[src/design/gha_pkg.sv]
`default_nettype none
package gha_pkg;

   localparam int KEY_W = 64;
   localparam int VER_PORT_W = 32;

   typedef enum logic [1:0] {
      OP_CREATE,
      OP_REMOVE,
      OP_FIND,
      OP_CHECK
   } op_type;

   typedef enum logic [1:0] {
      ST_OK,
      ST_DUP,
      ST_MISS,
      ST_FULL
   } status_type;

   typedef enum logic [2:0] {
      S_IDLE,
      S_SCAN,
      S_ALLOC,
      S_POP_WAIT,
      S_VER_WAIT,
      S_HANDLE,
      S_HWAIT
   } state_type;

   typedef enum logic [3:0] {
      FIN_NONE,
      FIN_DUP,
      FIN_FOUND,
      FIN_MISS,
      FIN_FULL,
      FIN_NEW,
      FIN_REUSE,
      FIN_REMOVE,
      FIN_CHECK
   } fin_type;

   typedef struct packed {
      logic    load;
      logic    scan;
      logic    pop;
      logic    rd_pop;
      logic    rd_handle;
      fin_type fin;
   } cmd_type;

   typedef struct packed {
      op_type op;
      logic   hit;
      logic   scan_end;
      logic   stack_any;
      logic   slots_left;
      logic   handle_ok;
      logic   handle_live;
      logic   out_free;
   } stat_type;

endpackage
`default_nettype wire

[src/design/gha_ctrl.sv]
`default_nettype none
module gha_ctrl import gha_pkg::*; (
   input  wire logic       clock,
   input  wire logic       reset,
   input  wire logic       req_valid,
   input  wire logic [1:0] req_op,
   output logic            req_stall,
   input  wire stat_type   stat,
   output cmd_type         cmd
);

   state_type state_ff, state_in;
   op_type    new_op;

   assign new_op = op_type'(req_op);

   always_ff @(posedge clock) begin
      if (reset) begin
         state_ff <= S_IDLE;
      end else begin
         state_ff <= state_in;
      end
   end

   // next state
   always_comb begin
      state_in = state_ff;
      unique case (state_ff)
         S_IDLE: begin
            if (req_valid) begin
               if (new_op == OP_CREATE || new_op == OP_FIND) begin
                  state_in = S_SCAN;
               end else begin
                  state_in = S_HANDLE;
               end
            end
         end
         S_SCAN: begin
            if (stat.hit) begin
               if (stat.out_free) state_in = S_IDLE;
            end else if (stat.scan_end) begin
               if (stat.op == OP_FIND) begin
                  if (stat.out_free) state_in = S_IDLE;
               end else begin
                  state_in = S_ALLOC;
               end
            end
         end
         S_ALLOC: begin
            if (stat.stack_any) begin
               state_in = S_POP_WAIT;
            end else if (stat.out_free) begin
               state_in = S_IDLE;
            end
         end
         S_POP_WAIT: begin
            state_in = S_VER_WAIT;
         end
         S_VER_WAIT: begin
            if (stat.out_free) state_in = S_IDLE;
         end
         S_HANDLE: begin
            if (stat.handle_ok) begin
               state_in = S_HWAIT;
            end else if (stat.out_free) begin
               state_in = S_IDLE;
            end
         end
         S_HWAIT: begin
            if (stat.out_free) state_in = S_IDLE;
         end
         default: begin
            state_in = S_IDLE;
         end
      endcase
   end

   // commands
   always_comb begin
      cmd = '0;
      cmd.fin = FIN_NONE;
      req_stall = 1'b1;
      unique case (state_ff)
         S_IDLE: begin
            req_stall = 1'b0;
            cmd.load = req_valid;
         end
         S_SCAN: begin
            if (stat.hit) begin
               if (stat.out_free) begin
                  cmd.fin = (stat.op == OP_CREATE) ? FIN_DUP : FIN_FOUND;
               end
            end else if (stat.scan_end) begin
               if (stat.op == OP_FIND && stat.out_free) cmd.fin = FIN_MISS;
            end else begin
               cmd.scan = 1'b1;
            end
         end
         S_ALLOC: begin
            if (stat.stack_any) begin
               cmd.pop = 1'b1;
            end else if (stat.out_free) begin
               cmd.fin = stat.slots_left ? FIN_NEW : FIN_FULL;
            end
         end
         S_POP_WAIT: begin
            cmd.rd_pop = 1'b1;
         end
         S_VER_WAIT: begin
            if (stat.out_free) cmd.fin = FIN_REUSE;
         end
         S_HANDLE: begin
            if (stat.handle_ok) begin
               cmd.rd_handle = 1'b1;
            end else if (stat.out_free) begin
               cmd.fin = FIN_MISS;
            end
         end
         S_HWAIT: begin
            if (stat.out_free) begin
               if (!stat.handle_live) begin
                  cmd.fin = FIN_MISS;
               end else if (stat.op == OP_REMOVE) begin
                  cmd.fin = FIN_REMOVE;
               end else begin
                  cmd.fin = FIN_CHECK;
               end
            end
         end
         default: begin
            cmd = '0;
         end
      endcase
   end

endmodule
`default_nettype wire

[config.mk]
export PLATFORM = sky130hd
export DESIGN_NAME = gha_ctrl
export DESIGN_NICKNAME = d
export VERILOG_FILES = /design/src/design/gha_pkg.sv /design/src/design/gha_ctrl.sv
export SDC_FILE = /design/constraint.sdc
export NUM_CORES = 1
export LEC_CHECK = 0
export ABC_AREA = 1
export BUFFER_PORTS_ARGS = -buffer_cell sky130_fd_sc_hd__buf_2
export CORE_AREA = 2 2 39 41
export CTS_CLUSTER_SIZE = 16
export DETAILED_ROUTE_END_ITERATION = 10
export DIE_AREA = 0 0 41 43
export GPL_TIMING_DRIVEN = 0
export PLACE_DENSITY_LB_ADDON = 0.1
export SYNTH_ARGS = -nofsm -noshare
export SYNTH_HDL_FRONTEND = slang
export SYNTH_SLANG_ARGS = --single-unit
[constraint.sdc]
create_clock -name clock -period 3.5 [get_ports clock]
set_clock_uncertainty 0.1 [all_clocks]
set_input_delay 0.175 -clock clock [delete_from_list [all_inputs] [get_ports clock]]
set_output_delay 0.175 -clock clock [all_outputs]
set_load 0.02 [all_outputs]
Word level (Yosys, flattened, before mapping)
Cells that the tools add are included.
W data, S select, Z words.
{ "op_classes": {"n_eq_ne": 11, "mux": 34, "n_reduce_logical": 7} }
{ "ops": {"columns": ["op", "n"], "rows": [
  ["$mux W3", 10],
  ["$mux W4", 7],
  ["$pmux W4 S5", 1],
  ["$pmux W3 S6", 1],
  ["$mux W1", 11],
  ["$eq A3 B3 Y1 const B", 3],
  ["$mux W2", 4],
  ["$eq A3 B2 Y1 const B", 2],
  ["$eq A2 B2 Y1 const B", 2],
  ["$logic_not A2 Y1", 2],
  ["$eq A3 B1 Y1 const B", 1],
  ["$logic_not A3 Y1", 1],
  ["$ne A3 B3 Y1 const B", 1],
  ["$eq A2 B1 Y1 const B", 1],
  ["$ne A2 B2 Y1 const B", 1],
  ["$reduce_and A2 Y1", 1],
  ["$reduce_or A2 Y1", 1],
  ["$logic_and A1 B1 Y1", 1],
  ["$logic_or A1 B1 Y1", 1]
]} }
{ "word_totals": {"regBits": 3, "input_bits": 14, "output_inout_bits": 10} }

Longest topological paths before layout
Gate-level depths: netlist of the first run.
{ "depth": {"ltp_word": 6, "ltp_mapped": 7, "mapped_depth_nobuf": 7} }

Worst setup path after synthesis of the first run
OpenSTA, ideal clock, no wires.
{ "synth_path": {"path_type": "register to output", "startpoint": "reg state_ff[0]", "endpoint": "out cmd[0] (netlist name)", "t_arrival_ps": 1084, "required_ps": 3225, "setup_slack_ps": 2141, "path_stages_with_launch": 5, "path_buffers": 0, "cell_sequence": "dfxtp_1 -> nand2_2 -> nor2_2 -> nand3_1 -> o21ai_1"} }
{ "synth_lines": {"columns": ["item", "line_no", "rtl"], "rows": [
  ["start: declaration", "gha_ctrl.sv:12", "state_type state_ff, state_in;"],
  ["start signal: assignment", "gha_ctrl.sv:21", "state_ff <= state_in;"],
  ["end: declaration", "gha_ctrl.sv:9", "output cmd_type cmd"]
]} }

==> flow_summary.json, run 1 <==
{
  "die_h_um": 43,
  "worst_hold_slack_ns": 0.00871,
  "maxSlewViolCount": 0,
  "status": "complete, no violations",
  "clk_pin_slew_ns": 0.04,
  "first_global_vias": 447,
  "postSynthAreaPerCell_um2": 5.31,
  "cts.htree.levels": 1,
  "portBuffers": 22,
  "grt_max_degree": 8,
  "synth-seq-area-share_pct": 14.5,
  "ys_warn_count": 0,
  "viasPerCell": 4.54,
  "cts_tree": "built",
  "max_freq_mhz": 577,
  "post_cts_buffers": 0,
  "dr.pass1.iters": 2,
  "hold_viol": 0,
  "routed_wl_mm": 1.06,
  "pin_count": 24,
  "areaGrowthSynthToFinish_pct": 37.8,
  "setup_tns_ns": 0,
  "vias": 545,
  "grt_use_total_pct": 14.3,
  "hpwl_um": 910,
  "tightest_slew_ns": 0.307,
  "grt_pass1_wl_mm": 1.77,
  "rows": 14,
  "cts-root-buf": "clkbuf_4",
  "vdd_drop_max_v": 0.000159,
  "worstPathRequired_ns": 3.22,
  "relSlewSlack_pct": 79.4,
  "synth_top_family_by_area": "simple AND/OR/NAND/NOR gates",
  "leakage_nw": 0.339,
  "drive_gt1_share_pct": 33.7,
  "dieArea_um2": 1760,
  "rsz0062_at_grt": "no",
  "synth_adder_area_share_pct": 0,
  "gp_congestion": 0.727,
  "nNetsFinal": 119,
  "antenna_found_initial": 0,
  "muxShareOfSynthArea_pct": 0,
  "initial_utilization_pct": 29.9,
  "yosys_register_bits": 3,
  "power_density_nw_per_um2": 384,
  "reg_top3": "state_ff x3",
  "synth_simple_gate_area_share_pct": 49.2,
  "largest_reg_flops": 3,
  "end_kind": "output port",
  "antenna_left": 0,
  "synth_xor_area_share_pct": 0,
  "synth_compound_area_share_pct": 21.8,
  "crit_arrival_ns": 1.46,
  "cts_sinks": 3,
  "dieWidth_um": 41,
  "min_period_ns": 1.73,
  "cts_resized": 0,
  "overflow": 0,
  "regMostFlops": "state_ff",
  "synth.distinct_cells": 19,
  "hp-class": "input pin to flop",
  "antenna_cells": 0,
  "period_share_pct": 49.5,
  "synth_top_area_share_pct": 14.5,
  "drt-initial-drc-count": 8,
  "clock_path_buffers": 2,
  "synthCells": 78,
  "holdBufCountCts": 0,
  "cts_buffers": 3,
  "cp_max_fo": 7,
  "wl_per_cell_um": 8.85,
  "netlist_area_um2": 414,
  "criticalPathCategory": "flop to output port",
  "cap_viol_max_count": 0,
  "core_area_um2": 1380,
  "setup-violations-final": 0,
  "synth_fp_nets": 92,
  "fillCellCount": 169,
  "synth_area_leaders": "dfxtp_1, nand2_1, inv_1",
  "cp-start-kind": "flop",
  "drc": 0,
  "yosysTopAreaCell": "dfxtp_1",
  "clock_latency_ns": 0.23
}
## power breakdown
group	internal (mW)	total [mW]	leakage, nW	switching [mW]
Clock	0.0428	0.0618	0.0150	0.0190
Sequential	0.0403	0.0511	0.0246	0.0108
Combinational	0.0380	0.106	0.299	0.0683
Total	0.121	0.219	0.339	0.0982
## critical path, cell delays in order, from the launching register on
cell and delay, ns:
dfxtp_1 0.41, inv_2 0.11, nor2_2 0.12, nand3_1 0.13, o22ai_2 0.14, a21oi_1 0.06
o21ai_1 0.07, buf_2 0.17
## cell usage after synthesis (all sizes together)
cell	count
nand2	17
inv	16
nor2	15
nand3	9
a21oi	5
o21ai	5
dfxtp	3
nand4	3
a21boi	1
nor3	1
o2111ai	1
o21bai	1
o22ai	1
## logic make-up after synthesis
kind of cell | count (synthesis)
buf+inv | 16
simple gates | 45
compound gates | 14
flops | 3
## cell usage in the layout, fill, tap and decap left out, drive strengths merged
| cell | n |
|---|---|
| dfxtp | 3 |
| o21bai | 1 |
| o2111ai | 1 |
| a21oi | 5 |
| clkbuf | 4 |
| nor2 | 15 |
| nand3 | 9 |
| buf | 22 |
| a21boi | 1 |
| inv | 16 |
| o22ai | 1 |
| nand2 | 17 |
| nor3 | 1 |
| o21ai | 5 |
| nand4 | 3 |
## metal layers
| layer | track usage, % | vias up | wire (um) |
|---|---|---|---|
| met5 | 0 | - | 0 |
| met4 | 2.00 | 0 | 0 |
| met3 | 4.71 | 0 | 37 |
| met2 | 20.6 | 12 | 483 |
| met1 | 20.8 | 225 | 540 |
| li1 | - | 308 | - |
## stage by stage
stage / worst slack [ns] / std cells / util, % / power (mW) / instance area (um^2)
2_1_floorplan: 2.14 / 78 / - / 0.125 / 414
4_1_cts: 1.76 / 120 / 41.2 / 0.222 / 571
3_5_place_dp: 2.02 / 116 / 39.3 / 0.158 / 544
3_3_place_gp: 1.98 / 116 / 39.3 / 0.158 / 544
6_report: 1.77 / 120 / 41.2 / 0.219 / 571
5_1_grt: 1.60 / 120 / 41.2 / 0.241 / 571
## final timing paths
path                    start     endpoint  slack (ns)  depth (start not counted)
setup / recovery  state_ff[2]       cmd[0]        1.77                          7
setup reg to reg  state_ff[0]  state_ff[0]        2.20                          5
hold reg to reg   state_ff[2]  state_ff[1]        0.58                          3
hold / removal          reset  state_ff[0]       0.009                          2
## cell type report
class	count	area [um^2]	area share, %
Tap cell	16	20.0	3.51
Sequential cell	3	60.1	10.5
Inverter	16	60.1	10.5
Multi-Input combinational cell	59	294	51.5
Clock buffer	4	26.3	4.61
Timing Repair Buffer	22	110	19.3
(Power assumes the default switching activity.)
==> inputs of run 2 (changes only) <==
--- a/config.mk
+++ b/config.mk
@@ -5,7 +5,7 @@
 export SDC_FILE = /design/constraint.sdc
 export NUM_CORES = 1
 export LEC_CHECK = 0
-export ABC_AREA = 1
+export ABC_AREA = 0
 export BUFFER_PORTS_ARGS = -buffer_cell sky130_fd_sc_hd__buf_2
 export CORE_AREA = 2 2 39 41
 export CTS_CLUSTER_SIZE = 16
==> constraint.sdc (replaced) <==
create_clock -name clock -period 1.4 [get_ports clock]
set_clock_uncertainty 0.1 [all_clocks]
set_input_delay 0.07 -clock clock [delete_from_list [all_inputs] [get_ports clock]]
set_output_delay 0.07 -clock clock [all_outputs]
set_load 0.02 [all_outputs]
==> flow_summary.json, run 2 <==
{
  "max_stage_delay_ns": 0.35,
  "initial_utilization_pct": 34.2,
  "met2_usage_pct": 28.1,
  "synth_area_leaders": "dfxtp_1, nor3b_1, nand2_1",
  "vias": 628,
  "path_buf_inv": 1,
  "crit_chain": "nand2b_1 -> nor3b_2 -> nand2_1 -> o311ai_2 -> buf_4",
  "hpwl_mm": 1.02,
  "setup-violations-final": 6,
  "leakage_nw": 0.368,
  "rsz0062_at_grt": "yes",
  "grt_use_total_pct": 17.7,
  "drt-initial-drc-count": 6,
  "status": "finished with violations",
  "cts.htree.levels": 1,
  "synth_fp_nets": 86,
  "pin_count": 24,
  "core_area_um2": 1380,
  "whs_path_depth": 4,
  "synthCells": 72,
  "worstPathRequired_ns": 1.23,
  "p_sw_share_pct": 41.3,
  "violations": "setup timing",
  "synth-edff-count": 0,
  "hp-class": "input pin to flop",
  "pwr-share-comb_pct": 65.5,
  "cap_viol_max_count": 0,
  "end_kind": "output port",
  "synth-seq-area-share_pct": 12.7,
  "clockPowerShare_pct": 19.3,
  "tightest_slew_ns": 0.254,
  "synth_flop_cell": "dfxtp_1",
  "netlist_area_um2": 473,
  "hp-start": "reset",
  "p_int_uw": 470,
  "crit_family": "simple AND/OR/NAND/NOR gates",
  "fillCellCount": 136,
  "mostFrequentLayoutCells": "buf_2, buf_4, nand2_1",
  "reg2reg_setup_slack_ns": -0.06,
  "antenna_cells": 0,
  "min_period_ns": 1.54,
  "synth_top_area_share_pct": 12.7,
  "wl_per_cell_um": 11.7,
  "antenna_left": 0,
  "postSynthAreaPerCell_um2": 6.57,
  "grt_pass1_wl_mm": 2.23,
  "dieArea_um2": 1760,
  "cts_sinks": 3,
  "max_freq_mhz": 648,
  "min_to": "state_ff[2]",
  "cp_max_fo": 5,
  "regToRegStartpoint": "state_ff[0]",
  "multi_input_area_um2": 420,
  "dieWidth_um": 41,
  "areaGrowthSynthToFinish_pct": 67.7,
  "final_common_cell": "buf_2",
  "seq_power_share_pct": 15.3,
  "routed_wl_mm": 1.43,
  "dp_cells": 110,
  "drive_gt1_share_pct": 50.5,
  "setup_ws_ns": -0.143,
  "vdd_drop_max_v": 0.000360,
  "p_sw_uw": 330,
  "clk_pin_slew_ns": 0.04,
  "r2r-end": "state_ff[0]",
  "maxSlewViolCount": 0,
  "die_h_um": 43,
  "antenna_found_initial": 0,
  "met3_usage_pct": 0,
  "synth.distinct_cells": 29,
  "relSlewSlack_pct": 82.9,
  "overflow": 0,
  "viasPerCell": 5.11,
  "cp-start-kind": "flop",
  "portBuffers": 22,
  "gp_congestion": 0.757,
  "dr.pass1.iters": 4,
  "criticalPathCategory": "flop to output port",
  "synthArstFlopShare_pct": 0,
  "synth_commonest_cells": "nand2_1, nor2_1, a21oi_1, nor3b_1",
  "yosysTopAreaCell": "dfxtp_1",
  "clock_path_buffers": 2,
  "clock_latency_ns": 0.23,
  "period_share_pct": 110,
  "first_global_vias": 530,
  "ys_warn_count": 0,
  "yosys_register_bits": 3,
  "grt_max_degree": 11,
  "reg_top3": "state_ff x3",
  "busiest_layer": "met2",
  "p_total_uw": 800,
  "rows": 14,
  "drc": 0,
  "worst_hold_slack_ns": 0.0642,
  "rr_worst_depth": 6,
  "cts-root-buf": "clkbuf_4",
  "met1_usage_pct": 23.8,
  "hold_viol": 0,
  "final_cells": 123,
  "critPathSlowestCell": "dfxtp_4",
  "regMostFlops": "state_ff",
  "cts_buffers": 3,
  "regArea_um2": 68.8,
  "largest_reg_flops": 3,
  "cts_tree": "built",
  "power_density_nw_per_um2": 1010,
  "crit_arrival_ns": 1.37,
  "nNetsFinal": 122
}
## run 2: per-layer routing
layer	vias up	wire length, um	share of wire, %
li1	332	-	-
met1	278	591	41
met2	18	774	54
met3	0	68	4.7
met4	0	0	0
met5	-	0	0
## run 2: cell families (layout without fill, tap and decap cells)
| group | count (synthesis) | after routing | share of synthesized area [%] |
|---|---|---|---|
| compound gates | 22 | 22 | 29.1 |
| buf+inv | 8 | 43 | 10.6 |
| flops | 3 | 3 | 12.7 |
| simple gates | 39 | 39 | 47.6 |
## run 2: cell type report
cell class | count | area share (%)
flip-flops and latches | 3 | 8.68
repair buffers | 31 | 24.9
plain buffers | 4 | 5.68
clock buffers | 4 | 3.31
inverters | 4 | 1.89
multi-input cells | 61 | 53.0
well taps | 16 | 2.52
## run 2: worst max path at each step
stage / from / to / slack (ns) / cells after the start
after floorplan: state_ff[0] / state_ff[0] / 0.1 / 5
after detailed placement: state_ff[2] / cmd[0] / -0.02 / 5
after global routing: state_ff[2] / cmd[0] / -0.19 / 5
after global placement: state_ff[2] / cmd[0] / -0.03 / 5
final: state_ff[2] / cmd[0] / -0.14 / 5
after CTS: state_ff[1] / cmd[0] / -0.16 / 5
## run 2: what timing repair did
item	4_1_cts	5_1_grt
hold buffers	0	0
pin swaps	4	4
buffers inserted	7	3
endpoints found under the setup margin	6	11
resized for setup	13	13
## run 2: through the flow
step	TNS (ns)	setup slack [ns]	utilization, %	cell area (um^2)
5_1_grt	-1.01	-0.193	57.3	793
2_1_floorplan	0	0.0986	-	480
6_report	-0.528	-0.143	57.3	793
3_3_place_gp	-0.0519	-0.0312	44.1	611
4_1_cts	-0.720	-0.161	52.8	731
3_5_place_dp	-0.0298	-0.0202	44.1	611
## run 2: tightest hold or removal path: cells and delay by family
kind            cells  cell delay, ns
compound gates      2            0.08
buf+inv             1            0.10
simple gates        1            0.10
## run 2: power groups by stage
stage                     clock [mW]  sequential [mW]  combinational [mW]
after floorplan                    0            0.113               0.299
after global placement             0            0.117               0.402
after detailed placement           0            0.116               0.401
after CTS                      0.167            0.121               0.459
after global routing           0.175            0.123               0.574
final                          0.154            0.122               0.523
==> inputs of run 3 (changes only) <==
--- a/config.mk
+++ b/config.mk
@@ -11,6 +11,7 @@
 export CTS_CLUSTER_SIZE = 16
 export DETAILED_ROUTE_END_ITERATION = 10
 export DIE_AREA = 0 0 41 43
+export GPL_ROUTABILITY_DRIVEN = 0
 export GPL_TIMING_DRIVEN = 0
 export PLACE_DENSITY_LB_ADDON = 0.1
 export SYNTH_ARGS = -nofsm -noshare
==> constraint.sdc (replaced) <==
create_clock -name clock -period 1.4 [get_ports clock]
set_clock_uncertainty 0.1 [all_clocks]
set_input_delay 0.35 -clock clock [delete_from_list [all_inputs] [get_ports clock]]
set_output_delay 0.35 -clock clock [all_outputs]
set_load 0.02 [all_outputs]
==> flow_summary.json, run 3 (synthesis results as in run 2) <==
{
  "regMostFlops": "state_ff",
  "seq_power_share_pct": 16.6,
  "regToRegStartpoint": "state_ff[0]",
  "rsz0062_at_grt": "yes",
  "p_int_uw": 494,
  "violations": "setup timing",
  "pin_count": 24,
  "rows": 14,
  "cp_max_fo": 5,
  "regArea_um2": 71.3,
  "worstPathRequired_ns": 0.95,
  "fillCellCount": 131,
  "clock_latency_ns": 0.23,
  "p_sw_share_pct": 41.1,
  "met2_usage_pct": 27.2,
  "grt_max_degree": 11,
  "relSlewSlack_pct": 83.4,
  "status": "finished with violations",
  "p_sw_uw": 345,
  "grt_pass1_wl_mm": 2.28,
  "grt_use_total_pct": 18.5,
  "power_density_nw_per_um2": 1000,
  "overflow": 0,
  "period_share_pct": 131,
  "die_h_um": 43,
  "dp_cells": 110,
  "leakage_nw": 0.377,
  "maxSlewViolCount": 0,
  "vdd_drop_max_v": 0.000461,
  "drc": 0,
  "dieWidth_um": 41,
  "pwr-share-comb_pct": 65.6,
  "worst_hold_slack_ns": 0.337,
  "reg_top3": "state_ff x3",
  "initial_utilization_pct": 34.2,
  "setup_tns_ns": -2.61,
  "dieArea_um2": 1760,
  "vias": 634,
  "areaGrowthSynthToFinish_pct": 76.7,
  "tightest_slew_ns": 0.247,
  "largest_reg_flops": 3,
  "hp-class": "input pin to flop",
  "drive_gt1_share_pct": 56.6,
  "first_global_vias": 562,
  "antenna_found_initial": 0,
  "hpwl_mm": 1.03,
  "cp-start-kind": "flop",
  "met1_usage_pct": 24.4,
  "end_kind": "output port",
  "setup_ws_ns": -0.436,
  "hold_viol": 0,
  "clockPowerShare_pct": 17.8,
  "cap_viol_max_count": 0,
  "multi_input_area_um2": 448,
  "portBuffers": 22,
  "dr.pass1.iters": 3,
  "fin_util_pct": 60.4,
  "cts_tree": "built",
  "criticalPathCategory": "flop to output port",
  "mostFrequentLayoutCells": "buf_2, buf_4, buf_6",
  "clk_pin_slew_ns": 0.04,
  "crit_arrival_ns": 1.39,
  "clock_path_buffers": 2,
  "routed_wl_mm": 1.43,
  "min_period_ns": 1.84,
  "setup-violations-final": 10,
  "cts_buffers": 3,
  "final_cells": 122,
  "met3_usage_pct": 3.66,
  "rr_worst_depth": 5,
  "viasPerCell": 5.20,
  "drt-initial-drc-count": 10,
  "cts.htree.levels": 1,
  "antenna_cells": 0,
  "cts_sinks": 3,
  "crit_start": "state_ff[2]",
  "nNetsFinal": 121,
  "max_freq_mhz": 545,
  "cts-root-buf": "clkbuf_4",
  "antenna_left": 0,
  "core_area_um2": 1380,
  "busiest_layer": "met2",
  "wl_per_cell_um": 11.8,
  "whs_path_depth": 4,
  "hp-start": "reset"
}
==> run 3: cell count changes in the layout (fill, tap and decap cells not counted), sizes merged <==
cell,before,now
buf,35,34
==> run 3: cell type report <==
cell class / instances / share of cell area [%]
Multi-Input combinational cell: 61 / 53.6
Timing Repair Buffer: 31 / 26.2
Sequential cell: 3 / 8.53
Buffer: 3 / 4.04
Clock buffer: 4 / 3.14
Tap cell: 16 / 2.40
Inverter: 4 / 2.10
==> run 3: worst paths after layout <==
check,to,slack (ns)
setup reg to reg,state_ff[0],0
hold / removal,state_ff[1],0.34
setup / recovery,cmd[0],-0.44
hold reg to reg,state_ff[2],0.57
==> run 3: worst max-delay path: stages (launching register included) <==
cell,delay (ns)
dfxtp_4,0.35
nand2b_2,0.23
nor3b_1,0.21
nand2_1,0.10
o311ai_2,0.08
buf_4,0.18
==> run 3: power groups by stage <==
stage,combinational [mW],sequential [mW],clock (mW)
floorplan,0.315,0.114,0
global placement,0.420,0.117,0
detailed placement,0.420,0.118,0
CTS,0.518,0.121,0.159
global route,0.594,0.143,0.170
finish,0.551,0.140,0.149
==> run 3: through the flow <==
step / instance area, um^2 / setup WS (ns) / total power, mW
final: 836 / -0.436 / 0.839
after global routing: 836 / -0.520 / 0.907
after CTS: 781 / -0.443 / 0.797
after detailed placement: 659 / -0.388 / 0.538
after global placement: 659 / -0.389 / 0.538
after floorplan: 529 / -0.136 / 0.430
==> run 3: routing by layer <==
metal | up-vias | part of all wire [%] | routed length, um
met5 | - | 0 | 0
met4 | 0 | 1.2 | 17
met3 | 2 | 1.9 | 27
met2 | 11 | 52 | 749
met1 | 292 | 45 | 640
li1 | 329 | - | -
==> run 3: what timing repair did <==
| item | CTS | global route |
|---|---|---|
| resized for setup | 21 | 12 |
| pin swaps | 5 | 7 |
| setup buffers | 5 | 5 |
| hold endpoints to repair | 0 | 0 |
| hold buffers | 0 | 0 |
| endpoints found under the setup margin | 10 | 12 |
